[src/nbb_pkg.sv]
package nbb_pkg;

   // Table geometry
   localparam int NODE_COUNT = 64;
   localparam int IDX_W      = $clog2(NODE_COUNT);
   localparam int NODE_W     = 6;

   // Field widths
   localparam int RATE_W  = 24;
   localparam int LOAD_W  = 8;
   localparam int IDEAL_W = 16;
   localparam int CMD_W   = 2;

   localparam logic [RATE_W-1:0]  RATE_MASK = {RATE_W{1'b1}};
   localparam logic [IDEAL_W-1:0] LOAD_MAX  = {IDEAL_W{1'b1}};

   // Divider geometry
   localparam int DIV_W   = RATE_W;
   localparam int DCNT_W  = $clog2(DIV_W);
   localparam logic [DCNT_W-1:0] DCNT_LAST = DCNT_W'(DIV_W - 1);

   // Command codes
   localparam logic [CMD_W-1:0] CMD_WRITE      = 2'd0;
   localparam logic [CMD_W-1:0] CMD_BOTTLENECK = 2'd1;
   localparam logic [CMD_W-1:0] CMD_SORT_KEY   = 2'd2;
   localparam logic [CMD_W-1:0] CMD_IDEAL      = 2'd3;

   typedef struct packed {
      logic [CMD_W-1:0]  command;
      logic [NODE_W-1:0] node;
      logic [RATE_W-1:0] upload_bw;
      logic [RATE_W-1:0] download_bw;
      logic [LOAD_W-1:0] out_load;
      logic [LOAD_W-1:0] in_load;
      logic [RATE_W-1:0] limit_rate;
      logic              last;
   } req_type;

   typedef struct packed {
      logic [RATE_W-1:0]  node_rate;
      logic               rate_unbounded;
      logic               limiting_port;
      logic [RATE_W-1:0]  global_rate;
      logic               global_unbounded;
      logic [IDEAL_W-1:0] ideal_out_load;
      logic [IDEAL_W-1:0] ideal_in_load;
      logic               load_saturated;
   } rsp_type;

   // One node entry
   typedef struct packed {
      logic [RATE_W-1:0] up;
      logic [RATE_W-1:0] dn;
   } entry_type;

   // Table access
   typedef struct packed {
      logic             wr_en;
      logic             rd_en;
      logic [IDX_W-1:0] addr;
      entry_type        wr_data;
   } tbl_cmd_type;

   // Divider control
   typedef struct packed {
      logic             start;
      logic [DIV_W-1:0] dividend;
      logic [DIV_W-1:0] divisor;
   } div_req_type;

   typedef struct packed {
      logic             done;
      logic [DIV_W-1:0] quotient;
   } div_rsp_type;

   // Node field reduced modulo NODE_COUNT by shifted conditional subtracts
   function automatic logic [IDX_W-1:0] node_index(input logic [NODE_W-1:0] node);
      logic [IDX_W+NODE_W:0] r;
      logic [IDX_W+NODE_W:0] m;
      r = (IDX_W+NODE_W+1)'(node);
      for (int k = NODE_W - 1; k >= 0; k--) begin
         m = (IDX_W+NODE_W+1)'(NODE_COUNT) << k;
         if (r >= m) begin
            r = r - m;
         end
      end
      return r[IDX_W-1:0];
   endfunction

endpackage

[src/node_bandwidth_bottleneck.sv]
// Node bandwidth bottleneck evaluator.
// Request channel (req_valid/req_ready/req_data) carries one command:
//   write entry, bottleneck, sort key or ideal load. Each request yields
//   exactly one response on rsp_valid/rsp_ready/rsp_data.
// A write entry request goes straight to the finishing step. The other
// commands read the node entry, then run two 24-bit divisions, one bit per
// cycle, on a single shared restoring divider (upload side, then download
// side). The response is registered as the sequencer returns to idle, so a
// next request can be taken in the same cycle as the response appears. A
// new request is taken only once the last one is through its finishing step.
// The response register decouples the sides: a new request is taken while
// an earlier response still waits; a request finishes only once that
// register is free, so a stalled receiver holds the block in its last step.
// Reset clears control state and the running minimum (unbounded, all ones).
// The node table has no reset; reading an entry never written gives an
// arbitrary value.
module node_bandwidth_bottleneck (
   input  logic             clock,
   input  logic             reset,
   input  logic             req_valid,
   output logic             req_ready,
   input  nbb_pkg::req_type req_data,
   output logic             rsp_valid,
   input  logic             rsp_ready,
   output nbb_pkg::rsp_type rsp_data
);

   typedef enum logic [4:0] {
      ST_IDLE   = 5'b00001,
      ST_READ   = 5'b00010,
      ST_DIV_UP = 5'b00100,
      ST_DIV_DN = 5'b01000,
      ST_FINISH = 5'b10000
   } state_type;

   state_type                  state_ff, state_in;
   nbb_pkg::req_type           req_ff, req_in;
   logic [nbb_pkg::RATE_W-1:0] q_up_ff, q_up_in;
   logic [nbb_pkg::RATE_W-1:0] q_dn_ff, q_dn_in;
   logic [nbb_pkg::RATE_W-1:0] min_ff, min_in;
   logic                       min_unb_ff, min_unb_in;
   logic                       rsp_valid_ff, rsp_valid_in;
   nbb_pkg::rsp_type           rsp_ff, rsp_in;

   nbb_pkg::tbl_cmd_type       tbl_cmd;
   nbb_pkg::entry_type         entry;
   nbb_pkg::div_req_type       div_req;
   nbb_pkg::div_rsp_type       div_rsp;

   logic                       accept;
   logic                       out_free;
   logic                       finish;

   // Result terms
   logic                       is_key;
   logic                       uu, du;
   logic [nbb_pkg::RATE_W-1:0] up_rate, dn_rate;
   logic                       up_less;
   logic [nbb_pkg::RATE_W-1:0] sel_rate;
   logic                       sel_port;
   logic                       both_unb;
   logic                       lim_zero;
   logic                       sat_up, sat_dn;
   logic [nbb_pkg::RATE_W-1:0] fold_min;
   logic                       fold_unb;

   assign req_ready = (state_ff == ST_IDLE);
   assign accept    = req_valid && req_ready;
   assign out_free  = !rsp_valid_ff || rsp_ready;
   assign finish    = (state_ff == ST_FINISH) && out_free;

   // Node table access at request acceptance
   always_comb begin
      tbl_cmd.wr_en      = accept && (req_data.command == nbb_pkg::CMD_WRITE);
      tbl_cmd.rd_en      = accept && (req_data.command != nbb_pkg::CMD_WRITE);
      tbl_cmd.addr       = nbb_pkg::node_index(req_data.node);
      tbl_cmd.wr_data.up = req_data.upload_bw;
      tbl_cmd.wr_data.dn = req_data.download_bw;
   end

   nbb_table u_tbl (
      .clock   (clock),
      .cmd     (tbl_cmd),
      .rd_data (entry)
   );

   // Shared divider: upload side started from READ, download side on its done
   always_comb begin
      div_req.start    = (state_ff == ST_READ) || ((state_ff == ST_DIV_UP) && div_rsp.done);
      div_req.dividend = (state_ff == ST_READ) ? entry.up : entry.dn;
      if (req_ff.command == nbb_pkg::CMD_IDEAL) begin
         div_req.divisor = req_ff.limit_rate;
      end else if (state_ff == ST_READ) begin
         div_req.divisor = nbb_pkg::DIV_W'(req_ff.out_load);
      end else begin
         div_req.divisor = nbb_pkg::DIV_W'(req_ff.in_load);
      end
   end

   nbb_div u_div (
      .clock (clock),
      .reset (reset),
      .req   (div_req),
      .rsp   (div_rsp)
   );

   // Sequencer
   always_comb begin
      state_in = state_ff;
      req_in   = req_ff;
      q_up_in  = q_up_ff;
      q_dn_in  = q_dn_ff;
      unique case (state_ff)
         ST_IDLE: begin
            if (accept) begin
               req_in   = req_data;
               state_in = (req_data.command == nbb_pkg::CMD_WRITE) ? ST_FINISH : ST_READ;
            end
         end
         ST_READ: begin
            state_in = ST_DIV_UP;
         end
         ST_DIV_UP: begin
            if (div_rsp.done) begin
               q_up_in  = div_rsp.quotient;
               state_in = ST_DIV_DN;
            end
         end
         ST_DIV_DN: begin
            if (div_rsp.done) begin
               q_dn_in  = div_rsp.quotient;
               state_in = ST_FINISH;
            end
         end
         ST_FINISH: begin
            if (out_free) begin
               state_in = ST_IDLE;
            end
         end
         default: begin
            state_in = ST_IDLE;
         end
      endcase
   end

   // Per-port rates and port choice
   always_comb begin
      is_key   = (req_ff.command == nbb_pkg::CMD_SORT_KEY);
      uu       = (req_ff.out_load == '0) && !is_key;
      du       = (req_ff.in_load == '0) && !is_key;
      if (req_ff.out_load == '0) begin
         up_rate = is_key ? entry.up : nbb_pkg::RATE_MASK;
      end else begin
         up_rate = q_up_ff;
      end
      if (req_ff.in_load == '0) begin
         dn_rate = is_key ? entry.dn : nbb_pkg::RATE_MASK;
      end else begin
         dn_rate = q_dn_ff;
      end
      up_less  = (!uu && du) || (!uu && !du && (up_rate < dn_rate));
      both_unb = uu && du;
      sel_port = !up_less;
      if (both_unb) begin
         sel_rate = nbb_pkg::RATE_MASK;
      end else begin
         sel_rate = up_less ? up_rate : dn_rate;
      end
   end

   // Ideal load saturation
   always_comb begin
      lim_zero = (req_ff.limit_rate == '0);
      sat_up   = lim_zero || (q_up_ff[nbb_pkg::RATE_W-1:nbb_pkg::IDEAL_W] != '0);
      sat_dn   = lim_zero || (q_dn_ff[nbb_pkg::RATE_W-1:nbb_pkg::IDEAL_W] != '0);
   end

   // Global minimum fold, bottleneck command only
   always_comb begin
      fold_min = min_ff;
      fold_unb = min_unb_ff;
      if ((req_ff.command == nbb_pkg::CMD_BOTTLENECK) && !both_unb) begin
         if (min_unb_ff || (sel_rate < min_ff)) begin
            fold_min = sel_rate;
            fold_unb = 1'b0;
         end
      end
   end

   // Response assembly and running minimum update
   always_comb begin
      rsp_in       = rsp_ff;
      rsp_valid_in = rsp_valid_ff;
      min_in       = min_ff;
      min_unb_in   = min_unb_ff;
      if (rsp_valid_ff && rsp_ready) begin
         rsp_valid_in = 1'b0;
      end
      if (finish) begin
         rsp_valid_in            = 1'b1;
         rsp_in                  = '0;
         rsp_in.global_rate      = fold_min;
         rsp_in.global_unbounded = fold_unb;
         unique case (req_ff.command) inside
            nbb_pkg::CMD_BOTTLENECK, nbb_pkg::CMD_SORT_KEY: begin
               rsp_in.node_rate      = sel_rate;
               rsp_in.limiting_port  = sel_port;
               rsp_in.rate_unbounded = both_unb && !is_key;
            end
            nbb_pkg::CMD_IDEAL: begin
               rsp_in.ideal_out_load = sat_up ? nbb_pkg::LOAD_MAX
                                              : q_up_ff[nbb_pkg::IDEAL_W-1:0];
               rsp_in.ideal_in_load  = sat_dn ? nbb_pkg::LOAD_MAX
                                              : q_dn_ff[nbb_pkg::IDEAL_W-1:0];
               rsp_in.load_saturated = sat_up || sat_dn;
            end
            default: begin
               rsp_in.node_rate = '0;
            end
         endcase
         if (req_ff.last) begin
            min_in     = nbb_pkg::RATE_MASK;
            min_unb_in = 1'b1;
         end else begin
            min_in     = fold_min;
            min_unb_in = fold_unb;
         end
      end
   end

   always_ff @(posedge clock) begin
      if (reset) begin
         state_ff     <= ST_IDLE;
         rsp_valid_ff <= 1'b0;
         min_ff       <= nbb_pkg::RATE_MASK;
         min_unb_ff   <= 1'b1;
      end else begin
         state_ff     <= state_in;
         rsp_valid_ff <= rsp_valid_in;
         min_ff       <= min_in;
         min_unb_ff   <= min_unb_in;
      end
      req_ff  <= req_in;
      q_up_ff <= q_up_in;
      q_dn_ff <= q_dn_in;
      rsp_ff  <= rsp_in;
   end

   assign rsp_valid = rsp_valid_ff;
   assign rsp_data  = rsp_ff;

`ifndef NO_ASSERTIONS
   // A response appears only out of the finishing step
   a_rsp_from_finish: assert property (@(posedge clock) disable iff (reset)
      $rose(rsp_valid_ff) |-> $past(state_ff == ST_FINISH))
      else $error("response raised outside finishing step");

   // An accepted request always leaves idle
   a_accept_busy: assert property (@(posedge clock) disable iff (reset)
      accept |=> (state_ff != ST_IDLE))
      else $error("request accepted but sequencer stayed idle");

   // Unbounded running minimum keeps the all-ones value
   a_min_unb: assert property (@(posedge clock) disable iff (reset)
      min_unb_ff |-> (min_ff == nbb_pkg::RATE_MASK))
      else $error("unbounded running minimum lost its all-ones value");

   // An unbounded node rate is reported as all ones
   a_rate_unb: assert property (@(posedge clock) disable iff (reset)
      (rsp_valid_ff && rsp_ff.rate_unbounded) |-> (rsp_ff.node_rate == nbb_pkg::RATE_MASK))
      else $error("unbounded rate not all ones");
`endif

endmodule

[src/nbb_table.sv]
module nbb_table (
   input  logic                  clock,
   input  nbb_pkg::tbl_cmd_type  cmd,
   output nbb_pkg::entry_type    rd_data
);

   nbb_pkg::entry_type mem [nbb_pkg::NODE_COUNT];
   nbb_pkg::entry_type rd_data_ff;

   // Single port: write or registered read
   always_ff @(posedge clock) begin
      if (cmd.wr_en) begin
         mem[cmd.addr] <= cmd.wr_data;
      end
      if (cmd.rd_en) begin
         rd_data_ff <= mem[cmd.addr];
      end
   end

   assign rd_data = rd_data_ff;

endmodule

[src/nbb_div.sv]
module nbb_div (
   input  logic                 clock,
   input  logic                 reset,
   input  nbb_pkg::div_req_type req,
   output nbb_pkg::div_rsp_type rsp
);

   logic                        busy_ff, busy_in;
   logic                        done_ff, done_in;
   logic [nbb_pkg::DCNT_W-1:0]  count_ff, count_in;
   logic [nbb_pkg::DIV_W-1:0]   rem_ff, rem_in;
   logic [nbb_pkg::DIV_W-1:0]   quo_ff, quo_in;
   logic [nbb_pkg::DIV_W-1:0]   divisor_ff, divisor_in;
   logic [nbb_pkg::DIV_W:0]     shifted;
   logic [nbb_pkg::DIV_W+1:0]   diff;
   logic                        ge;

   // One restoring step: bring down the next dividend bit, trial subtract
   always_comb begin
      shifted = {rem_ff, quo_ff[nbb_pkg::DIV_W-1]};
      diff    = {1'b0, shifted} - {2'b00, divisor_ff};
      ge      = ~diff[nbb_pkg::DIV_W+1];
   end

   always_comb begin
      busy_in    = busy_ff;
      done_in    = 1'b0;
      count_in   = count_ff;
      rem_in     = rem_ff;
      quo_in     = quo_ff;
      divisor_in = divisor_ff;
      if (busy_ff) begin
         rem_in   = ge ? diff[nbb_pkg::DIV_W-1:0] : shifted[nbb_pkg::DIV_W-1:0];
         quo_in   = {quo_ff[nbb_pkg::DIV_W-2:0], ge};
         count_in = count_ff + 1'b1;
         if (count_ff == nbb_pkg::DCNT_LAST) begin
            busy_in = 1'b0;
            done_in = 1'b1;
         end
      end else if (req.start) begin
         busy_in    = 1'b1;
         count_in   = '0;
         rem_in     = '0;
         quo_in     = req.dividend;
         divisor_in = req.divisor;
      end
   end

   always_ff @(posedge clock) begin
      if (reset) begin
         busy_ff  <= 1'b0;
         done_ff  <= 1'b0;
         count_ff <= '0;
      end else begin
         busy_ff  <= busy_in;
         done_ff  <= done_in;
         count_ff <= count_in;
      end
      rem_ff     <= rem_in;
      quo_ff     <= quo_in;
      divisor_ff <= divisor_in;
   end

   assign rsp.done     = done_ff;
   assign rsp.quotient = quo_ff;

endmodule
[config.mk]
export PLATFORM = sky130hd
export DESIGN_NAME = node_bandwidth_bottleneck
export DESIGN_NICKNAME = d
export VERILOG_FILES = /design/src/nbb_pkg.sv /design/src/node_bandwidth_bottleneck.sv /design/src/nbb_table.sv /design/src/nbb_div.sv
export SDC_FILE = /design/constraint.sdc
export NUM_CORES = 2
export LEC_CHECK = 0
export BUFFER_PORTS_ARGS = -buffer_cell sky130_fd_sc_hd__buf_2
export CORE_MARGIN = 2
export CORE_UTILIZATION = 36
export CTS_CLUSTER_SIZE = 40
export DETAILED_ROUTE_END_ITERATION = 12
export RECOVER_POWER = 50
export SLEW_MARGIN = 20
export SYNTH_ARGS = -nofsm -noshare
export SYNTH_HDL_FRONTEND = slang
export SYNTH_SLANG_ARGS = --single-unit
[constraint.sdc]
create_clock -name clock -period 13 [get_ports clock]
set_input_delay 0.65 -clock clock [delete_from_list [all_inputs] [get_ports clock]]
set_output_delay 0.65 -clock clock [all_outputs]
set_load 0.005 [all_outputs]
## After elaboration in Yosys (flattened, before gate mapping)

Memory sizes are Yosys's and may differ from the RTL's. A register that Yosys moved wholly into a read port is not among the register bits.
Cells that the tools add are included.

| operators by class | value |
|---|---|
| add/subtract/negate cells | 2 |
| $lt $le $gt $ge | 2 |
| equality and inequality tests | 13 |
| muxes and demuxes | 38 |
| bitwise gates (word level) | 2 |
| reduce and logical (&&, ||, !) cells | 43 |

Operators with widths:

| cell | count |
|---|---|
| two-way mux 24 bit | 16 |
| less-than comparator 24 bit | 2 |
| two-way mux 5 bit | 7 |
| two-way mux 16 bit | 2 |
| subtractor 25 x 24 -> 26 bit | 1 |
| one-hot mux 5 bit (5 select lines) | 1 |
| zero test 24 bit | 1 |
| zero test 8 bit | 2 |
| nonzero test 8 bit | 2 |
| logical AND 1 bit | 14 |
| two-way mux 1 bit | 11 |
| == test 5 bit, second input constant | 2 |
| two-way mux 8 bit | 1 |
| AND reduction 2 bit | 4 |
| logical OR 1 bit | 7 |
| zero test 1 bit | 6 |
| != test 2 x 1 -> 1 bit, second input constant | 3 |
| nonzero test 2 bit | 3 |
| adder 5 x 1 -> 5 bit, second input constant | 1 |
| == test 5 x 1 -> 1 bit, second input constant | 1 |
| == test 5 x 2 -> 1 bit, second input constant | 1 |
| == test 5 x 3 -> 1 bit, second input constant | 1 |
| == test 5 x 4 -> 1 bit, second input constant | 1 |
| == test 2 bit, second input constant | 2 |
| 6 further kinds | 8 |

| storage, ports and cells | value |
|---|---|
| flip-flop bits (word level) | 285 |
| RAM bits | 3,072 |
| logic and storage cells | 126 |
| memories | 1 |

Memory list:

| name | words | bits a word | rd ports | clocked after memory_dff | write ports | RTL line | text |
|---|---|---|---|---|---|---|---|
| u_tbl.mem | 64 | 48 | 1 | 1 | 1 | nbb_table.sv:7 | `nbb_pkg::entry_type mem [nbb_pkg::NODE_COUNT];` |

## Longest topological paths before layout

| depth | value |
|---|---|
| word-level depth | 14 |
| mapped depth | 30 |

## Modules after synthesis

From an unflattened synthesis, not the netlist that was laid out.

| unflattened totals | value |
|---|---|
| cells, all modules | 7,676 |
| area, all modules | 132,424.5 um^2 |

Modules (own cells, without submodules):

| module | times used | cells an instance | area an instance (um^2) | sequential area each (um^2) |
|---|---|---|---|---|
| nbb_table | 1 | 6,380 | 118,005.7 | 93,689.9 |
| node_bandwidth_bottleneck | 1 | 921 | 10,002.1 | 5,875.6 |
| nbb_div | 1 | 375 | 4,416.7 | 2,302.2 |

## Worst setup path after synthesis

OpenSTA, ideal clock, no wires.

| timing | value |
|---|---|
| path type | register -> register |
| start | register req_ff[95] in the netlist's numbering |
| end | register rsp_ff (netlist bit rsp_data[38]) (data pin) |
| setup time | 0.259 ns |
| arrival time | 5.686 ns |
| setup slack | 7.055 ns |
| stages on the path, launching flop included | 31 |
| path buffers | 5 |
| period minus slack after synthesis | 5.945 ns |
| cells stage by stage | edfxtp_1 > inv_1 > ha_1 > clkbuf_1 > clkbuf_1 > buf_1 > a21oi_1 > a21oi_1 > inv_1 > ha_1 > and2_1 > a221oi_1 > o22ai_1 > a211oi_1 > a21oi_2 > nor2_1 > o32ai_4 > buf_6 > mux2_4 > inv_1 > ha_1 > a21o_1 > a21o_1 > a21o_1 > a21oi_1 > o21ai_0 > nor4_1 > a21boi_4 > o21ai_4 > buf_6 > mux2i_1 |

| on the way | value |
|---|---|
| cells in the longest elaborated chain, start to end | 13 |

RTL lines:

| what | RTL line | text |
|---|---|---|
| from (decl) | node_bandwidth_bottleneck.sv:37 | `nbb_pkg::req_type req_ff, req_in;` |
| from (signal assigned) | node_bandwidth_bottleneck.sv:243 | `req_ff <= req_in;` |
| == test 2 bit (*) | node_bandwidth_bottleneck.sv:148 | `is_key = (req_ff.command == nbb_pkg::CMD_SORT_KEY);` |
| parallel branches: the longest is 7 deep, another holds less-than comparator 24 bit | -- |  |
| two-way mux 24 bit (*) | node_bandwidth_bottleneck.sv:164 | `if (both_unb) begin` |
| net sel_rate, one bit | node_bandwidth_bottleneck.sv:59 | `logic [nbb_pkg::RATE_W-1:0] sel_rate;` |
| less-than comparator 24 bit (*) | node_bandwidth_bottleneck.sv:183 | `if (min_unb_ff \|\| (sel_rate < min_ff)) begin` |
| logical OR 1 bit (*) | node_bandwidth_bottleneck.sv:183 |  |
| two-way mux 24 bit (*) | node_bandwidth_bottleneck.sv:183 |  |
| two-way mux 24 bit (*) | node_bandwidth_bottleneck.sv:182 | `if ((req_ff.command == nbb_pkg::CMD_BOTTLENECK) && !both_unb) begin` |
| net fold_min, one bit | node_bandwidth_bottleneck.sv:64 | `logic [nbb_pkg::RATE_W-1:0] fold_min;` |
| to (signal assigned) | node_bandwidth_bottleneck.sv:246 | `rsp_ff <= rsp_in;` |
| to (decl) | node_bandwidth_bottleneck.sv:43 | `nbb_pkg::rsp_type rsp_ff, rsp_in;` |

Mark *: on every way through the listed nets, which the timed path passes.
A chain may end at the register's enable or synchronous reset.

## Worst setup path after layout

| timing | value |
|---|---|
| start | register req_ff[36] in the netlist's numbering |
| end | register rsp_ff (netlist bit rsp_data[41]) (data pin) |

| on the way | value |
|---|---|
| cells in the longest elaborated chain, start to end | 12 |

RTL lines:

| what | RTL line |
|---|---|
| zero test 8 bit (*) | node_bandwidth_bottleneck.sv:149, node_bandwidth_bottleneck.sv:151 |
| parallel branches: the longest is 6 deep, another holds less-than comparator 24 bit | -- |
| two-way mux 24 bit (*) | node_bandwidth_bottleneck.sv:164 |
| net sel_rate, one bit | node_bandwidth_bottleneck.sv:59 |
| less-than comparator 24 bit (*) | node_bandwidth_bottleneck.sv:183 |
| logical OR 1 bit (*) | node_bandwidth_bottleneck.sv:183 |
| two-way mux 24 bit (*) | node_bandwidth_bottleneck.sv:183 |
| two-way mux 24 bit (*) | node_bandwidth_bottleneck.sv:182 |
| net fold_min, one bit | node_bandwidth_bottleneck.sv:64 |

Marks and branches as above.

==> run_results.csv <==
group,metric,value,unit
outcome,status,"complete, but fails checks",
outcome,violations,"max-capacitance violations, max-slew violations",
cts,cts_resized,0,
logic_synthesis,synth_cells,7052,
sta,period_share,0.704,
logic_synthesis,syn_avg_cell_area,17.9,sq um
cts,numCtsBuffers,337,
sta,period_needed,9.16,ns
drt,drtIter0Drc,11200,
sta,setup-tns-final,0,ns
floorplanning,io_pins,187,
sta,worst_pin_slew,2.98,ns
critical_path,cp_slowest_cell,"clkbuf_1",
finish,final_core_util,0.414,
place,dp_cells,11600,
grt,grt.overflow.total,0,
cts,cts_hold_buf,41,
sta,setup_viol,0,
finish,multi_input_area,22700,sq um
drt,wl_per_cell,33.5,um
sta,fmax,0.109,GHz
worst_hold_path,min_path_type,"in -> reg",
finish,finalNonFillerCells,12300,
grt,grt_pass1_wl,563,mm
power_and_ir_drop,power.share.clock,0.412,
sta,hold_violations,0,
critical_path,critPathCaptureType,"flip-flop",
floorplanning,initial_core_util,0.362,
power_and_ir_drop,peakVddDrop,0.119,mV
finish,nets,7533,
finish,final_common_cell,"edfxtp_1",
critical_path,startpoint_type,"flip-flop",
cts,clkTransAtPathRegs,0.06,ns
finish,seqCellArea,102000,sq um
critical_path,crit_buf_inv,5,
power_and_ir_drop,p_seq_frac,0.534,
power_and_ir_drop,p_int,18000,uW
place,port_buffers,186,
critical_path,critical_path_class,"reg -> reg",
logic_synthesis,async_flop_share,0,
grt,track_usage,0.222,
critical_path,slowest_delay,1.85,ns
power_and_ir_drop,p_leak,0.0444,uW
logic_synthesis,yosysTopAreaCellShare,0.801,
drt,totalWireLength,410,mm
finish,final_cell_mix,"edfxtp_1, a22oi_1, clkbuf_16, a221oi_1, a22o_1",
logic_synthesis,ys.flop_type,"edfxtp_1",
critical_path,r2r-start,"req_ff[36]$_DFFE_PP_",
logic_synthesis,ys_seq_area_frac,0.807,
floorplanning,die_w,596,um
power_and_ir_drop,p_sw_frac,0.221,
logic_synthesis,synth_edf_count,3367,
logic_synthesis,synth-seq-cells,3405,
finish,fill_cells,30700,
logic_synthesis,netlist_top_cells_area,"edfxtp_1, a22oi_1, a221oi_1, a22o_1, a31oi_1",
sta,skew,0.0993,ns
worst_hold_path,hp-start,"req_valid",
cts,cts_root_buf,"clkbuf_16",
power_and_ir_drop,p_per_area,160,nW/um^2
cts,clkLatencyLatePin,0.92,ns
critical_path,critPathMaxFanout,52,
power_and_ir_drop,power_switching,5100,uW
drt,first_pass_iters,6,
cts,cts_setup_buffers,0,
grt,grt_max_degree,133,
place,place_hpwl,214,mm
floorplanning,fp-row-count,217,
critical_path,critPathRequiredTime,13.59,ns
cts,cts_tree,"yes",
logic_synthesis,yosysWarnings,0,
cts,htreeDepth,5,
run,max-cap-violations,56,
logic_synthesis,syn_area,126000,sq um
floorplanning,die_area,355000,sq um
cts,clock-sinks,3405,
cts,clockBufferDepth,4,
finish,drive_above_1_share,0.110,
critical_path,cpLargestDelayFamily,"compound AO/OA/AOI/OAI gates",
floorplanning,fp.dieH,596,um
critical_path,arrival,9.75,ns
drt,antenna_left,0,
finish,syn_to_final_growth,14.4,%
logic_synthesis,synth.largest_area_cell,"edfxtp_1",
grt,antenna_found_initial,52,
sta,slew_violations,3396,
grt,grt_pass1_vias,71300,
critical_path,worstSetupStartpoint,"req_ff[36]$_DFFE_PP_",
sta,rsz0062_at_grt,"no",
floorplanning,core-area,349000,sq um
logic_synthesis,synthDistinctLibCells,65,
drt,vias_per_cell,6.11,
drt,drc,0,
place,routabilityCongestion,0.829,
drt,vias,74900,
power_and_ir_drop,pwr-share-comb,0.054,
sta,slew_headroom,-0.984,
logic_synthesis,mappedNetlistNets,7228,
[cell families after synthesis]
kind of cell | Yosys count | share of synthesized area
adder cells (fa/ha/maj) | 75 | 0.00749
buffers and inverters | 595 | 0.0182
XOR/XNOR | 19 | 0.00132
AO/OA/AOI/OAI | 2254 | 0.133
AND/OR/NAND/NOR | 626 | 0.0261
flip-flops | 3405 | 0.807
multiplexers | 78 | 0.00699
[power by group through the flow]
stage / combinational [uW] / sequential, uW / clock (uW)
3_3_place_gp: 1210 / 12500 / 0
5_1_grt: 1330 / 12300 / 9990
2_1_floorplan: 624 / 12500 / 0
3_5_place_dp: 1230 / 12500 / 0
6_report: 1250 / 12300 / 9500
4_1_cts: 1240 / 12300 / 9580
[sequential cells by signal (all words and copies together) (netlist names)]
name	cells
u_tbl.mem	3072
rsp_data	84
u_tbl.rd_data	48
req_ff	43
min_ff	24
q_dn_ff	24
q_up_ff	24
u_div.divisor_ff	24
u_div.quo_ff	24
u_div.rem_ff	24
state_ff	5
u_div.count_ff	5
min_unb_ff	1
rsp_valid	1
u_div.busy_ff	1
u_div.done_ff	1
[synth_stat cells (79+ instances only)]
cell,count
a22o_1,319
clkbuf_1,345
a31oi_1,296
nor2_1,142
a22oi_1,899
nand2_1,79
edfxtp_1,3367
buf_1,96
inv_1,133
a221oi_1,323
a21oi_1,190
[worst paths after layout]
path,to,slack [ns],cells past startpoint
max,rsp_data[41]$_DFFE_PP_,3.84,26
min,state_ff[0]$_SDFFE_PP1P_,0.15,4
max reg2reg,rsp_data[41]$_DFFE_PP_,3.84,26
min reg2reg,q_dn_ff[13]$_DFFE_PP_,0.48,0
[layout make-up]
class	count	share of cell area
antenna	42	0.000728
timing repair buffer	428	0.0208
tap	4599	0.0398
sequential	3405	0.705
multi-input combinational	3052	0.157
clock buffer	423	0.0616
inverter	133	0.00346
clock inverter	178	0.0114
[per-layer routing]
layer,vias up,GRT usage,wire length (um),share of wire
met1,38900,0.301,160000,0.39
met5,-,0,314,0.00077
met4,26,0.0836,15800,0.039
met3,848,0.0541,46800,0.11
met2,4849,0.346,188000,0.46
li1,30300,-,-,-
[worst reg2reg max path, stage by stage, from the launching register on]
cell and delay, ns:
edfxtp_1 0.38, nor4_1 0.09, nand2_2 0.07, clkbuf_1 1.85
a21oi_1 0.11, a21oi_1 0.28, inv_1 0.08, ha_1 0.30
and2_1 0.15, nand3_1 0.11, nor2_1 0.24, o311ai_1 0.25
a21oi_2 0.27, nor2_1 0.11, o32ai_4 0.60, buf_4 0.43
mux2_2 0.45, inv_1 0.08, ha_1 0.23, a21o_1 0.17
a221oi_1 0.26, o21ai_0 0.19, nor4_1 0.51, a21boi_4 0.84
o21ai_4 0.36, buf_16 0.33, mux2i_1 0.15
[metrics by stage]
stage | cell area (sq um) | power [uW] | hold WS [ns] | setup WS [ns]
after floorplan | 126000 | 13100 | 0.445 | 7.06
after global placement | 133000 | 13700 | 0.454 | 4.66
after detailed placement | 134000 | 13800 | 0.459 | 4.62
after CTS | 144000 | 23100 | 0.0343 | 4.57
after global routing | 144000 | 23700 | 0.158 | 3.23
final | 144000 | 23100 | 0.155 | 3.84
Note: power is estimated with default switching activity, not from simulation.
